### config.mk
export PLATFORM = sky130hd
export DESIGN_NAME = script_number_codec_unit
export DESIGN_NICKNAME = d
export VERILOG_FILES = /design/src/rtl/scn_pkg.sv /design/src/rtl/scn_alu.sv /design/src/rtl/scn_ctrl.sv /design/src/rtl/script_number_codec_unit.sv
export SDC_FILE = /design/constraint.sdc
export NUM_CORES = 1
export LEC_CHECK = 0
export BUFFER_PORTS_ARGS = -buffer_cell sky130_fd_sc_hd__buf_4
export CELL_PAD_IN_SITES_DETAIL_PLACEMENT = 1
export CELL_PAD_IN_SITES_GLOBAL_PLACEMENT = 2
export CORE_MARGIN = 1
export CORE_UTILIZATION = 37
export CTS_CLUSTER_SIZE = 16
export DETAILED_ROUTE_END_ITERATION = 16
export PLACE_DENSITY = 0.77
export SETUP_SLACK_MARGIN = 0.05
export SYNTH_ARGS = -nofsm -noshare
export SYNTH_HDL_FRONTEND = slang
export SYNTH_HIERARCHICAL = 1
export SYNTH_SLANG_ARGS = --single-unit
### constraint.sdc
create_clock -name clk -period 10.6 [get_ports clk]
set_input_delay 2.12 -clock clk [delete_from_list [all_inputs] [get_ports clk]]
set_output_delay 2.12 -clock clk [all_outputs]
set_load 0.05 [all_outputs]
### src/rtl/scn_pkg.sv
// scn_pkg: shared types and constants for the script number codec
// used by scn_alu, scn_ctrl and script_number_codec_unit; no dependencies
package scn_pkg;

	localparam int MAX_DECODE_BYTES = 8;

	localparam logic [3:0] BC_SAT      = 4'd9;
	localparam logic [3:0] MAX_LEN_RST = 4'd4;

	localparam logic [1:0] KIND_NUMBER     = 2'd0;
	localparam logic [1:0] KIND_BYTE       = 2'd1;
	localparam logic [1:0] KIND_OVERFLOW   = 2'd2;
	localparam logic [1:0] KIND_NONMINIMAL = 2'd3;

	localparam logic [1:0] REG_MAX_LENGTH      = 2'd0;
	localparam logic [1:0] REG_REQUIRE_MINIMAL = 2'd1;

	typedef enum logic [2:0] {
		ST_IDLE,
		ST_DEC_FIN,
		ST_ENC_MAG,
		ST_ENC_EMIT,
		ST_ENC_EXTRA
	} state_t;

	typedef struct packed {
		logic [3:0] max_length;
		logic       require_minimal;
	} cfg_t;

	typedef struct packed {
		logic        neg;
		logic [63:0] opnd;
	} alu_req_t;

	typedef struct packed {
		logic [63:0] res;
		logic [31:0] sat;
	} alu_rsp_t;

	typedef struct packed {
		logic [1:0]  kind;
		logic [63:0] number;
		logic [31:0] number_saturated;
		logic [7:0]  out_byte;
		logic        empty_encoding;
		logic        last;
	} res_t;

endpackage

### src/rtl/scn_alu.sv
// scn_alu: shared 64-bit conditional negate with 32-bit saturation
// depends on scn_pkg
module scn_alu (
	input  scn_pkg::alu_req_t req,
	output scn_pkg::alu_rsp_t rsp
);

	logic [63:0] neg_val;
	logic        neg_big;
	logic        pos_big;

	assign neg_val = 64'd0 - req.opnd;
	assign neg_big = (req.opnd[63:32] != 32'd0) || (req.opnd[31] && (req.opnd[30:0] != 31'd0));
	assign pos_big = (req.opnd[63:31] != 33'd0);

	always_comb begin
		if (req.neg) begin
			rsp.res = neg_val;
			rsp.sat = neg_big ? 32'h8000_0000 : neg_val[31:0];
		end else begin
			rsp.res = req.opnd;
			rsp.sat = pos_big ? 32'h7fff_ffff : req.opnd[31:0];
		end
	end

endmodule

### src/rtl/scn_ctrl.sv
// scn_ctrl: sequencer for decode runs and encode byte emission
// depends on scn_pkg and scn_alu
module scn_ctrl (
	input  logic              clk,
	input  logic              arst_n,
	input  scn_pkg::cfg_t     cfg,
	input  logic              in_valid,
	output logic              in_ready,
	input  logic              in_mode,
	input  logic [7:0]        in_byte,
	input  logic              in_last,
	input  logic              in_empty,
	input  logic [63:0]       in_value,
	input  logic              load_ok,
	output logic              res_load,
	output scn_pkg::res_t     res
);

	scn_pkg::state_t   state_q, state_d;
	scn_pkg::alu_req_t alu_req;
	scn_pkg::alu_rsp_t alu_rsp;

	logic [63:0] acc_q;
	logic [3:0]  bc_q;
	logic [7:0]  prev_q;
	logic        sign_q;
	logic [1:0]  kind_q;
	logic [63:0] sh_q;
	logic        neg_q;
	logic        zero_q;

	logic        accept;
	logic [5:0]  pos;
	logic [3:0]  len;
	logic [3:0]  limit;
	logic        ovf;
	logic        nonmin;
	logic        enc_top;

	assign accept = in_valid && in_ready;
	assign pos    = {bc_q[2:0], 3'b000};
	assign len    = (bc_q == scn_pkg::BC_SAT) ? scn_pkg::BC_SAT : bc_q + 4'd1;
	assign limit  = (cfg.max_length < 4'(scn_pkg::MAX_DECODE_BYTES)) ? cfg.max_length
	                : 4'(scn_pkg::MAX_DECODE_BYTES);
	assign ovf    = len > limit;
	assign nonmin = cfg.require_minimal && (in_byte[6:0] == 7'd0)
	                && ((len <= 4'd1) || !prev_q[7]);
	assign enc_top = (sh_q[63:8] == 56'd0);

	always_comb begin
		if (state_q == scn_pkg::ST_DEC_FIN) begin
			alu_req.neg  = sign_q;
			alu_req.opnd = acc_q;
		end else begin
			alu_req.neg  = sh_q[63];
			alu_req.opnd = sh_q;
		end
	end

	scn_alu u_alu (
		.req (alu_req),
		.rsp (alu_rsp)
	);

	always_comb begin
		state_d  = state_q;
		in_ready = 1'b0;
		res_load = 1'b0;
		res      = '0;
		case (state_q)
			scn_pkg::ST_IDLE: begin
				in_ready = 1'b1;
				if (in_valid) begin
					if (in_mode)
						state_d = scn_pkg::ST_ENC_MAG;
					else if (in_empty || in_last)
						state_d = scn_pkg::ST_DEC_FIN;
				end
			end
			scn_pkg::ST_DEC_FIN: begin
				res.kind = kind_q;
				res.last = 1'b1;
				if (kind_q == scn_pkg::KIND_NUMBER) begin
					res.number           = alu_rsp.res;
					res.number_saturated = alu_rsp.sat;
				end
				if (load_ok) begin
					res_load = 1'b1;
					state_d  = scn_pkg::ST_IDLE;
				end
			end
			scn_pkg::ST_ENC_MAG: begin
				state_d = scn_pkg::ST_ENC_EMIT;
			end
			scn_pkg::ST_ENC_EMIT: begin
				res.kind = scn_pkg::KIND_BYTE;
				if (zero_q) begin
					res.empty_encoding = 1'b1;
					res.last           = 1'b1;
				end else if (!enc_top || sh_q[7]) begin
					res.out_byte = sh_q[7:0];
				end else begin
					res.out_byte = {neg_q | sh_q[7], sh_q[6:0]};
					res.last     = 1'b1;
				end
				if (load_ok) begin
					res_load = 1'b1;
					if (zero_q || (enc_top && !sh_q[7]))
						state_d = scn_pkg::ST_IDLE;
					else if (enc_top)
						state_d = scn_pkg::ST_ENC_EXTRA;
				end
			end
			scn_pkg::ST_ENC_EXTRA: begin
				res.kind     = scn_pkg::KIND_BYTE;
				res.out_byte = {neg_q, 7'd0};
				res.last     = 1'b1;
				if (load_ok) begin
					res_load = 1'b1;
					state_d  = scn_pkg::ST_IDLE;
				end
			end
			default: begin
				state_d = scn_pkg::ST_IDLE;
			end
		endcase
	end

	always_ff @(posedge clk or negedge arst_n) begin
		if (!arst_n) begin
			state_q <= scn_pkg::ST_IDLE;
		end else begin
			state_q <= state_d;
		end
	end

	// decode run state
	always_ff @(posedge clk or negedge arst_n) begin
		if (!arst_n) begin
			acc_q  <= '0;
			bc_q   <= '0;
			prev_q <= '0;
			sign_q <= 1'b0;
			kind_q <= scn_pkg::KIND_NUMBER;
		end else if (accept && !in_mode) begin
			if (in_empty) begin
				acc_q  <= '0;
				sign_q <= 1'b0;
				kind_q <= scn_pkg::KIND_NUMBER;
			end else if (!in_last) begin
				if (!bc_q[3])
					acc_q[pos +: 8] <= acc_q[pos +: 8] | in_byte;
				prev_q <= in_byte;
				if (bc_q != scn_pkg::BC_SAT)
					bc_q <= bc_q + 4'd1;
			end else begin
				if (!bc_q[3])
					acc_q[pos +: 8] <= acc_q[pos +: 8] | {1'b0, in_byte[6:0]};
				sign_q <= in_byte[7];
				if (ovf)
					kind_q <= scn_pkg::KIND_OVERFLOW;
				else if (nonmin)
					kind_q <= scn_pkg::KIND_NONMINIMAL;
				else
					kind_q <= scn_pkg::KIND_NUMBER;
			end
		end else if (state_q == scn_pkg::ST_DEC_FIN && load_ok) begin
			acc_q  <= '0;
			bc_q   <= '0;
			prev_q <= '0;
			sign_q <= 1'b0;
		end
	end

	// encode working register
	always_ff @(posedge clk or negedge arst_n) begin
		if (!arst_n) begin
			neg_q  <= 1'b0;
			zero_q <= 1'b0;
		end else if (state_q == scn_pkg::ST_ENC_MAG) begin
			neg_q  <= sh_q[63];
			zero_q <= (sh_q == 64'd0);
		end
	end

	always_ff @(posedge clk) begin
		if (accept && in_mode)
			sh_q <= in_value;
		else if (state_q == scn_pkg::ST_ENC_MAG)
			sh_q <= alu_rsp.res;
		else if (state_q == scn_pkg::ST_ENC_EMIT && load_ok)
			sh_q <= {8'd0, sh_q[63:8]};
	end

`ifndef SYNTHESIS
	a_no_result_idle: assert property (@(posedge clk) disable iff (!arst_n)
		res_load |-> state_q != scn_pkg::ST_IDLE)
		else $error("result loaded while idle");

	a_mag_to_emit: assert property (@(posedge clk) disable iff (!arst_n)
		state_q == scn_pkg::ST_ENC_MAG |=> state_q == scn_pkg::ST_ENC_EMIT)
		else $error("encode magnitude step not followed by emission");

	a_bc_range: assert property (@(posedge clk) disable iff (!arst_n)
		bc_q <= scn_pkg::BC_SAT)
		else $error("byte count beyond saturation");

	a_extra_last: assert property (@(posedge clk) disable iff (!arst_n)
		(state_q == scn_pkg::ST_ENC_EXTRA && res_load) |=> state_q == scn_pkg::ST_IDLE)
		else $error("sign byte did not end the encode run");
`endif

endmodule

### src/rtl/script_number_codec_unit.sv
// script_number_codec_unit: decode bytes at 1 per cycle while idle; a last or empty byte
// enters a finish step; encode of a value runs a magnitude step, then emits n result
// beats (1..9), limited by the single sequencer and shared negate unit; input is stalled
// while a run is emitted; one output register parts the result side, and a full one
// held by m_axis_tready low holds the sequencer; arst_n resets the sequencer, decode run
// state, output valid and config (max_length 4, require_minimal 1); needs scn_pkg, scn_ctrl
module script_number_codec_unit (
	input  logic         clk,
	input  logic         arst_n,
	input  logic         cfg_valid,
	output logic         cfg_ready,
	input  logic [1:0]   cfg_index,
	input  logic [3:0]   cfg_data,
	input  logic         s_axis_tvalid,
	output logic         s_axis_tready,
	input  logic [71:0]  s_axis_tdata,   // data_byte[7:0], value_in[71:8]
	input  logic [1:0]   s_axis_tuser,   // mode[0], empty_number[1]
	input  logic         s_axis_tlast,
	output logic         m_axis_tvalid,
	input  logic         m_axis_tready,
	output logic [103:0] m_axis_tdata,   // number[63:0], number_saturated[95:64], out_byte[103:96]
	output logic [2:0]   m_axis_tuser,   // result_kind[1:0], empty_encoding[2]
	output logic         m_axis_tlast
);

	scn_pkg::cfg_t cfg_q;
	scn_pkg::res_t res;
	scn_pkg::res_t out_q;
	logic          out_valid_q;
	logic          load_ok;
	logic          res_load;

	assign cfg_ready = 1'b1;

	always_ff @(posedge clk or negedge arst_n) begin
		if (!arst_n) begin
			cfg_q.max_length      <= scn_pkg::MAX_LEN_RST;
			cfg_q.require_minimal <= 1'b1;
		end else if (cfg_valid) begin
			case (cfg_index)
				scn_pkg::REG_MAX_LENGTH:      cfg_q.max_length      <= cfg_data;
				scn_pkg::REG_REQUIRE_MINIMAL: cfg_q.require_minimal <= cfg_data[0];
				default: ;
			endcase
		end
	end

	assign load_ok = !out_valid_q || m_axis_tready;

	scn_ctrl u_ctrl (
		.clk      (clk),
		.arst_n   (arst_n),
		.cfg      (cfg_q),
		.in_valid (s_axis_tvalid),
		.in_ready (s_axis_tready),
		.in_mode  (s_axis_tuser[0]),
		.in_byte  (s_axis_tdata[7:0]),
		.in_last  (s_axis_tlast),
		.in_empty (s_axis_tuser[1]),
		.in_value (s_axis_tdata[71:8]),
		.load_ok  (load_ok),
		.res_load (res_load),
		.res      (res)
	);

	// output register
	always_ff @(posedge clk or negedge arst_n) begin
		if (!arst_n) begin
			out_valid_q <= 1'b0;
		end else if (res_load) begin
			out_valid_q <= 1'b1;
		end else if (m_axis_tready) begin
			out_valid_q <= 1'b0;
		end
	end

	always_ff @(posedge clk) begin
		if (res_load)
			out_q <= res;
	end

	assign m_axis_tvalid = out_valid_q;
	assign m_axis_tdata  = {out_q.out_byte, out_q.number_saturated, out_q.number};
	assign m_axis_tuser  = {out_q.empty_encoding, out_q.kind};
	assign m_axis_tlast  = out_q.last;

endmodule
Word-level counts from Yosys, hierarchy flattened
Cells that the tools add are included.
Cells by class
  shift-type cells: 4
  bitwise logic cells: 3
  reduce and logical (&&, ||, !) cells: 45
  add/subtract/negate cells: 3
  order comparisons: 3
  equality and inequality tests: 17
  mux-type cells: 55
Operator list (number)
  $mux W64: 9
  $bwmux W64: 2
  $shiftx A8 B8 Y64: 2
  $mux W96: 1
  $mux W65: 1
  $logic_not A64 Y1: 1
  $mux W32: 2
  $shift A8 B8 Y64 const A: 1
  $shiftx A64 B7 Y8: 1
  $sub A1 B64 Y64 const A: 1
  $logic_not A56 Y1: 1
  $mux W8: 6
  $reduce_bool A33 Y1: 1
  $reduce_bool A32 Y1: 1
  $reduce_bool A31 Y1: 1
  $mux W4: 7
  $mux W3: 7
  $pmux W8 S2: 1
  $mux W1: 12
  $pmux W3 S4: 1
  $reduce_and A2 Y1: 6
  $logic_and A1 B1 Y1: 9
  $mux W2: 4
  $ne A2 B2 Y1 const B: 4
  32 further kinds: 48
Storage, ports and cells
  input port bits: 86
  output and inout bits: 111
  flip-flop bits (word level): 262

Logic depth before layout (Yosys ltp)
  depth in word-level cells: 9
  mapped depth: 17
  depth with buffers taken out: 13

By module
Netlist, hierarchy kept.
Modules (own cells, without submodules)
  scn_ctrl: area each 8738.4 µm², times used 1, cells an instance 992, seq. area each 3848.7 µm²
  script_number_codec_unit: area each 3502.1 µm², times used 1, cells an instance 125, seq. area each 3395.8 µm²
  scn_alu: area each 2499.9 µm², times used 1, cells an instance 368, seq. area each 0.0 µm²

Least setup slack after synthesis
No wires, ideal clock.
  path kind: in2reg
  start point: in m_axis_tready
  end point: reg out_q, in the netlist m_axis_tdata[0] (enable)
  setup slack: -0.299 ns
  arrival time: 10.158 ns
  stages: 2
  setup time: 0.742 ns
  buffers on the path: 0
  cells stage by stage: nand2b_1 > a21boi_0
Between the ends
  word-level cells in the longest chain between the ends: 3
RTL lines
  from (decl): line script_number_codec_unit.sv:20  | input logic m_axis_tready,
  $logic_or A1 B1 Y1: line script_number_codec_unit.sv:48  | assign load_ok = !out_valid_q || m_axis_tready;
  $mux W1: line scn_ctrl.sv:87, scn_ctrl.sv:106, scn_ctrl.sv:118
  $mux W1
  net res_load: line script_number_codec_unit.sv:31  | logic res_load;
  to (signal assigned): line script_number_codec_unit.sv:79  | out_q <= res;
  to (decl): line script_number_codec_unit.sv:28  | scn_pkg::res_t out_q;
The timed path passes the listed nets, and every way through them passes these cells.
A chain may end at the register's enable or synchronous reset.

==> impl_metrics.py <==
metrics = {
    "outcome": {
        "status": "complete, no violations",
    },
    "synthesis": {
        "yosysUniqueCellTypes": 72,
        "syn_nets": 1580,
        "synth_ff_type": "edfxtp_1",
        "syn_inst": 1485,
        "synthMuxAreaShare_pct": 7.16,
        "synth-compound-area-share_pct": 13.4,
        "syn-cell-area_mm2": 0.0147,
        "synth_top_area_cell": "edfxtp_1",
        "async_reset_ff_share_pct": 32.5,
        "ys_seq_area_share_pct": 49.1,
        "synth.avg_cell_area_um2": 9.93,
        "synth_edf_count": 172,
        "synth_top_family_by_area": "simple AND/OR/NAND/NOR gates",
        "synth_fa_ha_area_share_pct": 0.764,
        "synth_seq_cells": 255,
        "synth_top_area_share_pct": 35.0,
        "synth_area_leaders": "edfxtp_1, dfrtp_1, nand2_1, and2_1, mux2i_1",
        "synth-simple-area-share_pct": 22.3,
        "yosys-top-cells-count": "nand2_1, edfxtp_1, and2_1",
        "synth_xor_area_share_pct": 3.80,
        "yosysMostFrequentCell": "nand2_1",
        "yosysWarnings": 6,
    },
    "cts": {
        "numCtsBuffers": 30,
        "clkTransAtPathRegs_ps": 60,
        "postCtsSetupRepairBufs": 0,
        "cts_tree": "yes",
        "clk_latency_ps": 560,
        "cts.sink_count": 255,
        "htreeDepth": 1,
        "cts_max_path_buffers": 3,
        "cts-root-buf": "clkbuf_16",
        "cts_hold_buf": 0,
        "ctsResizeCount": 0,
    },
    "min_path": {
        "whs_endpoint": "u_ctrl/prev_q[7]",
        "worst_hold_path_type": "reg -> reg",
        "hold_depth": 1,
        "hp-start": "u_ctrl/prev_q[7]",
    },
    "power": {
        "vdd_drop_max_v": 0.000145,
        "combinationalPowerShare_pct": 47.1,
        "p_switching_mw": 2.35,
        "clkPwrFrac_pct": 19.3,
        "sequentialPowerShare_pct": 33.6,
        "p_leak_nw": 6.75,
        "p_int_mw": 2.85,
        "swShare_pct": 45.2,
        "pwr_density_cell_mw_per_mm2": 296,
    },
    "placement": {
        "dpl_worst_slack_ps": 5280,
        "post-dp-hpwl_mm": 36.8,
        "gp_congestion": 0.884,
        "io_buffers": 195,
    },
    "worst_setup_path": {
        "critPathRequiredTime_ps": 10880,
        "crit_arrival_ps": 5710,
        "reg2reg_from": "u_ctrl/state_q[2]",
        "critPathLaunchType": "register",
        "reg2reg_depth": 12,
        "cp_max_fo": 63,
        "rrSetupSlack_ps": 5170,
        "crit_type": "reg -> reg",
        "cp-end-kind": "register",
        "rr_endpoint": "u_ctrl/sh_q[53]",
    },
    "floorplan": {
        "die_area_mm2": 0.0406,
        "ioPinCount": 197,
        "core_area_mm2": 0.0390,
        "die_width_um": 202,
        "die_h_um": 202,
        "start_util_pct": 37.8,
        "num_rows": 72,
    },
    "sta": {
        "clock_skew_ps": 12.0,
        "rsz0062_at_grt": "no",
        "fin_crit_sh_pct": 51.2,
        "worst_slack_ps": 5170,
        "drv_slew": 0,
        "hold_viol": 0,
        "fmax_ghz": 0.184,
        "holdWs_ps": 500,
        "setup_violations": 0,
        "tightest_slew_ps": 1310,
        "tns_ps": 0,
        "period_minus_slack_ps": 5430,
        "timing.slew.headroom_pct": 12.6,
    },
    "routing": {
        "drtIter0Drc": 804,
        "drc": 0,
        "vias": 12100,
        "drtPass1Iterations": 5,
        "wl_per_cell_um": 23.1,
        "ant_nets": 0,
        "vias_per_cell": 5.59,
        "wirelength_mm": 50.2,
    },
    "global_routing": {
        "antenna_found_initial": 0,
        "grt_pass1_wl_mm": 77.1,
        "gr-total-overflow": 0,
        "grt_pass1_vias": 12600,
        "grt_usage_pct": 24.5,
        "grt_max_degree": 77,
    },
    "finish": {
        "final-seq-area_mm2": 0.00724,
        "nFillCells": 4419,
        "nets": 1723,
        "drive_above_1_share_pct": 20.3,
        "syn_to_final_growth_pct": 19.2,
        "multi_input_area_mm2": 0.00705,
        "final_util_pct": 45.0,
    },
    "job": {
        "max-cap-violations": 0,
    },
}
## metal layers
metal	track usage, %	part of all wire, %
met5	0	0
met4	7.47	2.8
met2	40.7	48
met1	33.4	45
met3	3.09	4.1
## power groups by stage
stage	registers [mW]	clock network [mW]	logic, mW
after floorplan	2.19	0	1.23
after global placement	1.77	0	2.41
after detailed placement	1.77	0	2.45
after CTS	1.75	1.03	2.46
after global routing	1.78	1.06	2.64
final	1.75	1.01	2.45
## cells in the final DEF, fill, tap and decap left out, drive strengths merged, types with 17 or more instances in the layout
cell	netlist	layout
nand2	336	336
buf	25	216
edfxtp	172	172
o21ai	137	137
and2	114	114
dfrtp	81	81
xnor2	62	62
mux2i	57	57
nor2	42	42
o31ai	39	39
clkbuf	80	36
nor4	30	30
a221o	22	22
nor3	21	21
nand3	18	18
or4	18	18
or3	17	17
## how the worst max path moves through the flow
stage | start | end | slack (ps) | cells after the start
after global routing | u_ctrl/state_q[2] | u_ctrl/sh_q[49] | 4750 | 12
after floorplan | m_axis_tready | m_axis_tdata[0] | 2540 | 2
final | u_ctrl/state_q[2] | u_ctrl/sh_q[53] | 5170 | 12
after CTS | u_ctrl/state_q[2] | u_ctrl/sh_q[53] | 5270 | 12
after detailed placement | u_ctrl/state_q[2] | u_ctrl/sh_q[53] | 5280 | 12
after global placement | u_ctrl/state_q[2] | u_ctrl/sh_q[53] | 5420 | 11
## final cells by class
class                           count  share of cell area, %
Sequential cell                   255                   41.2
Multi-Input combinational cell   1109                   40.1
Timing Repair Buffer              216                   9.23
Clock buffer                       36                   4.52
Tap cell                          518                   3.69
Clock inverter                     18                  0.847
Inverter                           16                  0.342
Antenna cell                        1                 0.0142
## cell families (layout without fill, tap and decap cells)
group                      count (synthesis)  after routing
DFF                                      255            255
xor gates and xnor gates                  64             64
and+or+nand+nor                          661            661
AOI/OAI and AO/OA                        290            290
buffers and inverters                    121            286
adders and majority gates                  9              9
other                                      1              2
muxes                                     84             84
## critical path: stages (launching register included)
cell and delay [ps]:
dfrtp_1 600, nor2_1 170, and2_2 220, buf_4 290
nand2_1 160, nand2_1 150, nor3_1 490, nor3b_1 1100
nand3_1 910, o41ai_1 640, xnor2_1 140, mux2i_1 140
o21ai_0 90
## registers in the layout, indices dropped and copies added (netlist names), 2 cells and up
name,count
m_axis_tuser,3
u_ctrl/state_q,3
u_ctrl/acc_q,64
cfg_q,5
u_ctrl/sh_q,64
m_axis_tdata,104
u_ctrl/kind_q,2
u_ctrl/bc_q,4
## metrics by stage
step,cells,power (mW),cell area [um2]
floorplan,1485,3.42,14700
global placement,2114,4.18,16600
detailed placement,2114,4.22,16600
CTS,2168,5.25,17600
global route,2168,5.48,17600
finish,2169,5.21,17600
(Power assumes the default switching activity.)
